$ cat src/sble_pkg.sv
// Shared definitions for the sprite base line extractor.
// Holds command codes, register indexes, field widths and default sizes.
// Depends on nothing; the top level and sble_pixel_class import it.
package sble_pkg;

   // Default frame size limits, handed to the top level as parameters.
   localparam int MAX_WIDTH_DEF  = 512;
   localparam int MAX_HEIGHT_DEF = 512;

   // Field widths of the command, result and register words.
   localparam int FUNC_W     = 2;
   localparam int PIXEL_W    = 32;
   localparam int COORD_W    = 9;
   localparam int MASK_W     = 8;
   localparam int BOTTOM_W   = 9;
   localparam int LIMIT_W    = 10;
   localparam int SIZE_W     = 10;
   localparam int CSR_IDX_W  = 4;
   localparam int CSR_DATA_W = 10;

   // Command codes carried in req_func.
   localparam logic [FUNC_W-1:0] FUNC_LOAD  = 2'd0;
   localparam logic [FUNC_W-1:0] FUNC_QUERY = 2'd1;
   localparam logic [FUNC_W-1:0] FUNC_CLEAR = 2'd2;

   // Register indexes on the configuration port.
   localparam logic [CSR_IDX_W-1:0] CSR_FRAME_WIDTH    = 4'd0;
   localparam logic [CSR_IDX_W-1:0] CSR_FRAME_HEIGHT   = 4'd1;
   localparam logic [CSR_IDX_W-1:0] CSR_PIXEL_MODE     = 4'd2;
   localparam logic [CSR_IDX_W-1:0] CSR_REDUCE_SHADOWS = 4'd3;

   // Mask codes.
   localparam logic [MASK_W-1:0] MASK_ON  = 8'hFF;
   localparam logic [MASK_W-1:0] MASK_OFF = 8'h00;

   // Alpha byte of a 32-bit pixel.
   localparam logic [PIXEL_W-1:0] ALPHA_MASK = 32'hFF00_0000;

endpackage

$ cat src/sble_pixel_class.sv
// Pixel classifier: decides whether a loaded pixel counts towards a column bottom.
// Palette mode tests the low byte against the dark index list; 32-bit mode tests alpha.
// Depends on sble_pkg.
module sble_pixel_class (
   input  logic [sble_pkg::PIXEL_W-1:0] pixel,
   input  logic                         pixel_mode,
   input  logic                         reduce_shadows,
   output logic                         counted
);
   import sble_pkg::*;

   localparam int DARK_N = 17;
   localparam logic [7:0] DARK_LIST [DARK_N] = '{
      8'h00, 8'h0C, 8'h0D, 8'h0E, 8'h0F, 8'h1F, 8'h2F, 8'h35, 8'h36, 8'h37,
      8'h44, 8'h63, 8'h64, 8'hCA, 8'hCF, 8'hE3, 8'hE4
   };

   logic dark_hit;

   // Index zero is always transparent; the rest of the list only with shadow reduction.
   always_comb begin
      dark_hit = 1'b0;
      for (int i = 0; i < DARK_N; i++) begin
         if ((i == 0 || reduce_shadows) && pixel[7:0] == DARK_LIST[i]) begin
            dark_hit = 1'b1;
         end
      end
   end

   assign counted = pixel_mode ? ((pixel & ALPHA_MASK) == '0) : !dark_hit;

endmodule

$ cat config.mk
export PLATFORM = sky130hd
export DESIGN_NAME = sble_pixel_class
export DESIGN_NICKNAME = d
export VERILOG_FILES = /design/src/sble_pkg.sv /design/src/sble_pixel_class.sv
export SDC_FILE = /design/constraint.sdc
export NUM_CORES = 1
export LEC_CHECK = 0
export BUFFER_PORTS_ARGS = -buffer_cell sky130_fd_sc_hd__buf_2
export CAP_MARGIN = 20
export CORE_AREA = 10 10 47 49
export DETAILED_ROUTE_END_ITERATION = 12
export DIE_AREA = 0 0 57 59
export MAX_ROUTING_LAYER = met4
export PLACE_DENSITY = 0.55
export SYNTH_ARGS = -nofsm -noshare
export SYNTH_HDL_FRONTEND = slang
export SYNTH_SLANG_ARGS = --single-unit
$ cat constraint.sdc
create_clock -name vclk -period 1.5
set_input_delay 0.225 -clock vclk [all_inputs]
set_output_delay 0.225 -clock vclk [all_outputs]
set_load 0.02 [all_outputs]
==> summary.md, run 1 <==
The combinational cell fraction of total power was 1.000; the switching portion of total power was 0.423. The height of the chip was 59 microns; the routed via count divided by cell count was 4.56. For the critical path data arrival time, the log shows 1.26 ns.

Proportion of synthesized chip area in sequential cells: 0. The first global-routing pass estimated 1460 microns of wire. Before antenna repair, the detailed router went through 2 iterations.

The tools report the total count of hold-check failures in the final report as 0. The tools report the placer's final routability congestion estimate as 0.756. The fraction of synthesized cell area taken by the top area cell type came out at 0.0839. The number of top-level design ports came out at 35.

The HPWL reported at the end of detailed placement came out at 732 microns. The fraction of layout instances using a drive strength above 1 was 0.712; the number of port buffers was 19. The mean area per synthesized cell is 6.63 sq um, and the number of placed instances with taps included is 68.

The repair_antennas step left the layout with diodes totalling 0. Yosys instantiated no cell more often than sky130_fd_sc_hd__nor2_1. In the post-synthesis netlist, the biggest area contributors are sky130_fd_sc_hd__nor2_1 (8.4%), sky130_fd_sc_hd__nor3b_1 (8.4%), sky130_fd_sc_hd__a31oi_1 (7.0%). Across the VDD grid, the largest voltage drop is 0.0726 mV. The standard-cell row count is 14.

The starting density of the core is 0.128. The run finished with clean final reports. For hold timing, the worst endpoint is counted. The tightest min-delay check is of the input pin to output pin type. The area of all sequential standard cells was 0 sq um; the overall die area was 3360 sq um. In this run the worst setup path begins at pixel[31].

The final critical-path setup slack was 0.0146 ns. Along the worst path, the maximum fanout reaches 2. Post-CTS timing repair inserted 0 buffers for setup. The horizontal die dimension is 57 microns, and the total detailed-routing wirelength is 947 microns.

For the proportion of power drawn by flip-flops and latches, the log shows 0. Traced cell by cell, the critical path runs through buf_6 -> nor4_4 -> and3_4 -> nor3b_2 -> a211oi_2 -> buf_4. The run gives 0.0501 as the combined global-route utilization of all metal layers. Summing all placed instances gives a cell area of 344 sq um.

Kind of capture point of the worst setup path: an output pin. After detailed routing, the average wire length per cell comes to 13.9 microns. In this run the most critical hold path is launched from pixel_mode. The netlist uses 20 different library cells.

Entering global routing, the biggest net connects 6 pins. Transition at the pin with the smallest max-transition slack: 0.282 ns. Summed over all nets, the switching power comes to 43.8 uW.

Max-cap violations in this run came to 0. Data on the critical path is required at its endpoint by 1.27 ns. The period utilization was 0.990.

The final layout contains a sequential cell count of 0. The logs give 27 for the count of mapped cells out of synthesis and 453 sq um for the area of all placed cells without fillers. The logs give 61 for the post-synthesis net count and 0.811 for the worst slew slack as a fraction of its limit.

The number of antenna violations at the first check in global routing was 0. Compared with the post-synthesis result, the final layout area differs by 153%. By count the netlist is led by sky130_fd_sc_hd__nor2_1 (4), sky130_fd_sc_hd__a31oi_1 (2), sky130_fd_sc_hd__nand2_1 (2), sky130_fd_sc_hd__nor2b_1 (2), sky130_fd_sc_hd__nor3b_1 (2). In this run the cell area of the synthesized design comes to 179 sq um. Setup violations remaining at the end of the flow were counted as 0.

Clock buffer count in the final layout: 0. Once detail routing completed, the nets flagged for antenna violations numbered 0. The worst path needs 1.49 ns of the cycle, external delays included.

The number of instances on the worst hold path is 5. Setup repair after global routing could not meet its margin everywhere. Biggest cell delay along the critical path: 0.27 ns. The startpoint-to-endpoint class of the critical path was input pin to output pin.

The cell at the slowest stage of the critical path was sky130_fd_sc_hd__nor4_4. For this run, the post-layout net count is 88. Internal portion of total power: 59.8 uW. Worst-case hold slack: 0.885 ns. The total power density per cell area is 229 nW/um^2, and the iteration-0 DRC count of the detailed router is 3.

The cell taking the most area after synthesis was sky130_fd_sc_hd__nor2_1. The non-filler instance count after layout was 68; the number of warnings issued by yosys was 0. The number of max-slew violations in the final report is 0, and the maximum operating frequency is 0.673 GHz. The proportion of power drawn by the clock network is 0, and the cts-stage hold buffer count is 0. The number of global-route vias before repair came out at 345. The total area inside the core boundary comes to 1400 sq um. OpenSTA, run right after detailed placement, puts the worst setup slack at -0.0960 ns. The leakage component of the power was 0.000191 uW; the aggregate global routing overflow was 0. The routed layout has 310 vias. The worst setup path is launched from an input pin. The remaining routing DRC violations is 0.
## logic make-up (layout without fill, tap and decap cells)
group	count (synthesis)	in the layout	share of synthesized area
AND/OR/NAND/NOR	19	19	0.685
buffers and inverters	1	26	0.0210
AO/OA/AOI/OAI	7	7	0.294
## power groups by stage
stage | registers [uW] | logic (uW) | clock network [uW]
6_report | 0 | 104 | 0
5_1_grt | 0 | 112 | 0
3_3_place_gp | 0 | 72.5 | 0
2_1_floorplan | 0 | 24.3 | 0
3_5_place_dp | 0 | 73.8 | 0
4_1_cts | 0 | 95.7 | 0
## through the flow
stage / power, uW / util / setup TNS (ns)
after floorplan: 24.3 / - / 0
after global placement: 72.5 / 0.246 / -0.0612
after detailed placement: 73.8 / 0.246 / -0.0960
after CTS: 95.7 / 0.302 / 0
after global routing: 112 / 0.323 / -0.0580
final: 104 / 0.323 / 0
## cells in the final DEF, fill, tap and decap left out
cell / n
sky130_fd_sc_hd__a211oi_2: 1
sky130_fd_sc_hd__a311oi_2: 1
sky130_fd_sc_hd__a31o_2: 1
sky130_fd_sc_hd__a31oi_1: 2
sky130_fd_sc_hd__and3_4: 1
sky130_fd_sc_hd__and4b_2: 1
sky130_fd_sc_hd__buf_2: 12
sky130_fd_sc_hd__buf_4: 6
sky130_fd_sc_hd__buf_6: 7
sky130_fd_sc_hd__inv_1: 1
sky130_fd_sc_hd__nand2_1: 2
sky130_fd_sc_hd__nand2b_4: 1
sky130_fd_sc_hd__nand4_1: 1
sky130_fd_sc_hd__nand4bb_1: 1
sky130_fd_sc_hd__nor2_1: 3
sky130_fd_sc_hd__nor2_4: 1
sky130_fd_sc_hd__nor2b_1: 1
sky130_fd_sc_hd__nor2b_4: 1
sky130_fd_sc_hd__nor3_1: 1
sky130_fd_sc_hd__nor3b_1: 1
sky130_fd_sc_hd__nor3b_2: 1
sky130_fd_sc_hd__nor4_1: 1
sky130_fd_sc_hd__nor4_4: 1
sky130_fd_sc_hd__o211ai_1: 1
sky130_fd_sc_hd__o31ai_4: 1
sky130_fd_sc_hd__or4_4: 1
## worst max path at each step
stage,cells past startpoint,slack [ns],endpoint
after global routing,6,-0.06,counted
final,6,0.01,counted
after floorplan,4,0.14,counted
after detailed placement,6,-0.1,counted
after CTS,6,0.005,counted
after global placement,6,-0.06,counted
## repair_timing
action                     CTS  global route
hold endpoints to repair     0             0
setup endpoints to repair    1             1
cloned                       0             0
gates resized for setup     16             6
pin swaps                    6             4
## critical path: cells and delay by family
kind / cells / cell delay, ns
buf+inv: 2 / 0.26
compound gates: 1 / 0.18
simple gates: 3 / 0.58
## metal layers
| layer | track usage | vias to the layer above | share of wire |
|---|---|---|---|
| met2 | 0.109 | 6 | 0.63 |
| met1 | 0.0483 | 142 | 0.34 |
| met4 | 0 | 0 | 0 |
| met3 | 0.00429 | 0 | 0.032 |
| met5 | - | - | 0 |
| li1 | - | 162 | - |
## layout make-up
class | instances | area (sq um)
inverter | 1 | 3.75
timing repair buffer | 25 | 184
tap | 16 | 20.0
multi-input combinational | 26 | 245
fill | 165 | 948
Note: power is estimated with default switching activity, not from simulation.
==> run 2: changes to the inputs <==
MAX_ROUTING_LAYER = not set   (was met4)
PLACE_DENSITY = not set   (was 0.55)
==> run 2 against run 1 <==
  * Non-clock buffer count grew 2
  * Sequential share of layout area is the same
  * Utilization grew 0.80 points
  * Via count grew 3.9%
  * Highest routed layer unchanged
  * Critical path depth is the same
  * Hold slack lost 0.0061 ns
  * Flip-flop and latch count is the same
  * Power grew 1.4%
  * Final area grew 2.5%
  * First-iteration DRC count is the same
==> summary.md, run 2 (synthesis results as in run 1) <==
The clock buffer count in the final layout came out at 0 (unchanged). The critical path goes through buf_6 -> nor4_4 -> and3_4 -> nor2_4 -> a211oi_2 -> buf_4. In the layout the commonest cells are sky130_fd_sc_hd__buf_2 (12), sky130_fd_sc_hd__buf_4 (8), sky130_fd_sc_hd__buf_6 (6), sky130_fd_sc_hd__nor2_1 (3). Commonest non-fill, non-tap cell in the layout: sky130_fd_sc_hd__buf_2.

The count of fill cells added during filler insertion was 165 (unchanged); the post-route antenna net violation count was 0 (unchanged). The biggest cell delay along the critical path is 0.28 ns (about the same). Height of the chip: 59 microns (unchanged).

The tools report the area of the core as 1400 sq um (unchanged). The layout net count is 90 (+2.3%). The total count of hold-check failures in the final report is 0 (unchanged). The detail-routed net length per standard cell is 12.8 microns (-7.9%), and the number of top-level design ports is 35 (unchanged). The minimum period implied by the final worst setup slack is 1.46 ns (-0.0247 ns). Starting density of the core: 0.128 (unchanged).

Setup repair after global routing could not meet its margin everywhere. The maximum number of pins on one net before global-route repair was 6 (unchanged). The logs give 1370 microns (-5.6%) for the wire length of the first global-routing pass and 347 (+0.58%) for the number of global-route vias before repair. The final setup violation count is 0 (unchanged), and the total power density per cell area is 226 nW/um^2 (-1.1%).

For the placer's final routability congestion estimate, the log shows 0.709 (-6.2%). The number of port buffers works out to 19 (unchanged). The run finished with clean final reports. Remaining routing DRC violations: 0 (unchanged). For this design, the slowest cell found on the critical path is sky130_fd_sc_hd__nor4_4.

The horizontal die dimension was 57 microns (unchanged). The period utilization was 0.974 (-0.0165); the via count was 322 (+3.9%). The top fanout value on the critical path is 2 (unchanged). The logs give 0 (unchanged) for the aggregate global routing overflow and 0 (unchanged) for the diode insertion count for antenna repair. The HPWL reported at the end of detailed placement is 742 microns (+1.4%).

The minimum setup slack after placement is -0.0607 ns (+0.0354 ns). The overall die area is 3360 sq um (unchanged), and the first-pass iteration count of the detailed router is 4 (+2). For the final critical-path setup slack, the log shows 0.0393 ns (+0.0247 ns). The transition at the pin with the smallest max-transition slack is 0.282 ns (+0.000537 ns). Number of antenna violations at the first check in global routing: 0 (unchanged).

On the critical path the largest part of the delay comes from simple AND/OR/NAND/NOR gates. The count of max-cap constraint violations was 0 (unchanged). The area of all placed cells without fillers is 464 sq um (+2.5%), and the total detailed-routing wirelength is 898 microns (-5.2%). The synthesis-to-finish area growth is 159%, and the critical path data arrival time is 1.24 ns (-0.02 ns). The number of max-slew violations in the final report is 0 (unchanged), and the number of buffers and inverters on the critical path is 2 (unchanged).

The leakage component of the power came out at 0.000196 uW (+2.9%). For the maximum operating frequency, the log shows 0.685 GHz (+1.7%). The run gives 0.811 (about the same) as the worst slew slack as a fraction of its limit. The iteration-0 DRC count of the detailed router came out at 3 (unchanged). The routed via count divided by cell count was 4.60 (+0.90%). The combined global-route utilization of all metal layers came out at 0.0452 (-0.00489). For the layout sequential cell count, the log shows 0 (unchanged).

The run gives 0.0977 mV (+35%) as the worst supply voltage drop on vdd. The startpoint-to-endpoint class of the critical path was input pin to output pin. The kind of capture point of the worst setup path is an output pin. The logs give 352 sq um (+2.2%) for the placed cell area and 0 sq um (unchanged) for the area of all sequential standard cells. Classification of the worst-slack hold path: input pin to output pin. Required time of the critical path: 1.27 ns (about the same). The worst setup path is launched from an input pin. The fraction of layout instances using a drive strength above 1 was 0.704 (-0.00783). The standard-cell row count was 14 (unchanged).
run 2: final timing paths:
check             startpoint      end  slack (ns)  cells after the start
setup / recovery   pixel[31]  counted        0.04                      6
hold / removal    pixel_mode  counted        0.88                      5
run 2: power by group:
group / switching [uW] / total (uW) / leakage, uW / internal [uW]
Sequential: 0 / 0 / 0 / 0
Clock: 0 / 0 / 0 / 0
Combinational: 42.7 / 105 / 0.000196 / 62.3
Total: 42.7 / 105 / 0.000196 / 62.3
run 2: layer usage:
layer	up-vias	track usage	wire [microns]
li1	167	-	-
met1	146	0.0516	378
met2	9	0.0930	501
met3	0	0.00215	18
met4	0	0	0
met5	-	0	0
run 2: worst min-delay path, delay by kind of cell:
| kind | cells | cell delay [ns] |
|---|---|---|
| AOI/OAI and AO/OA | 2 | 0.09 |
| buffers and inverters | 2 | 0.23 |
| and+or+nand+nor | 1 | 0.10 |
run 2: final cells by class:
cell class	instances	area, sq um	share of cell area
Inverter	1	3.75	0.00809
Multi-Input combinational cell	26	238	0.512
Tap cell	16	20.0	0.0431
Timing Repair Buffer	27	203	0.437
run 2: metrics by stage:
stage	total power (uW)	utilization	hold slack, ns	cells	TNS, ns
floorplan	24.3	-	0.648	27	0
global placement	74.2	0.251	0.869	69	-0.0474
detailed placement	76.0	0.251	0.882	69	-0.0607
CTS	92.2	0.295	0.881	70	-0.00431
global route	114	0.331	0.906	70	-0.0400
finish	105	0.331	0.879	70	0
run 2: what timing repair did:
action,4_1_cts,5_1_grt
hold buffers,0,0
pin swaps,6,7
endpoints found under the setup margin,1,1
buffers inserted,1,0
resized for setup,13,9
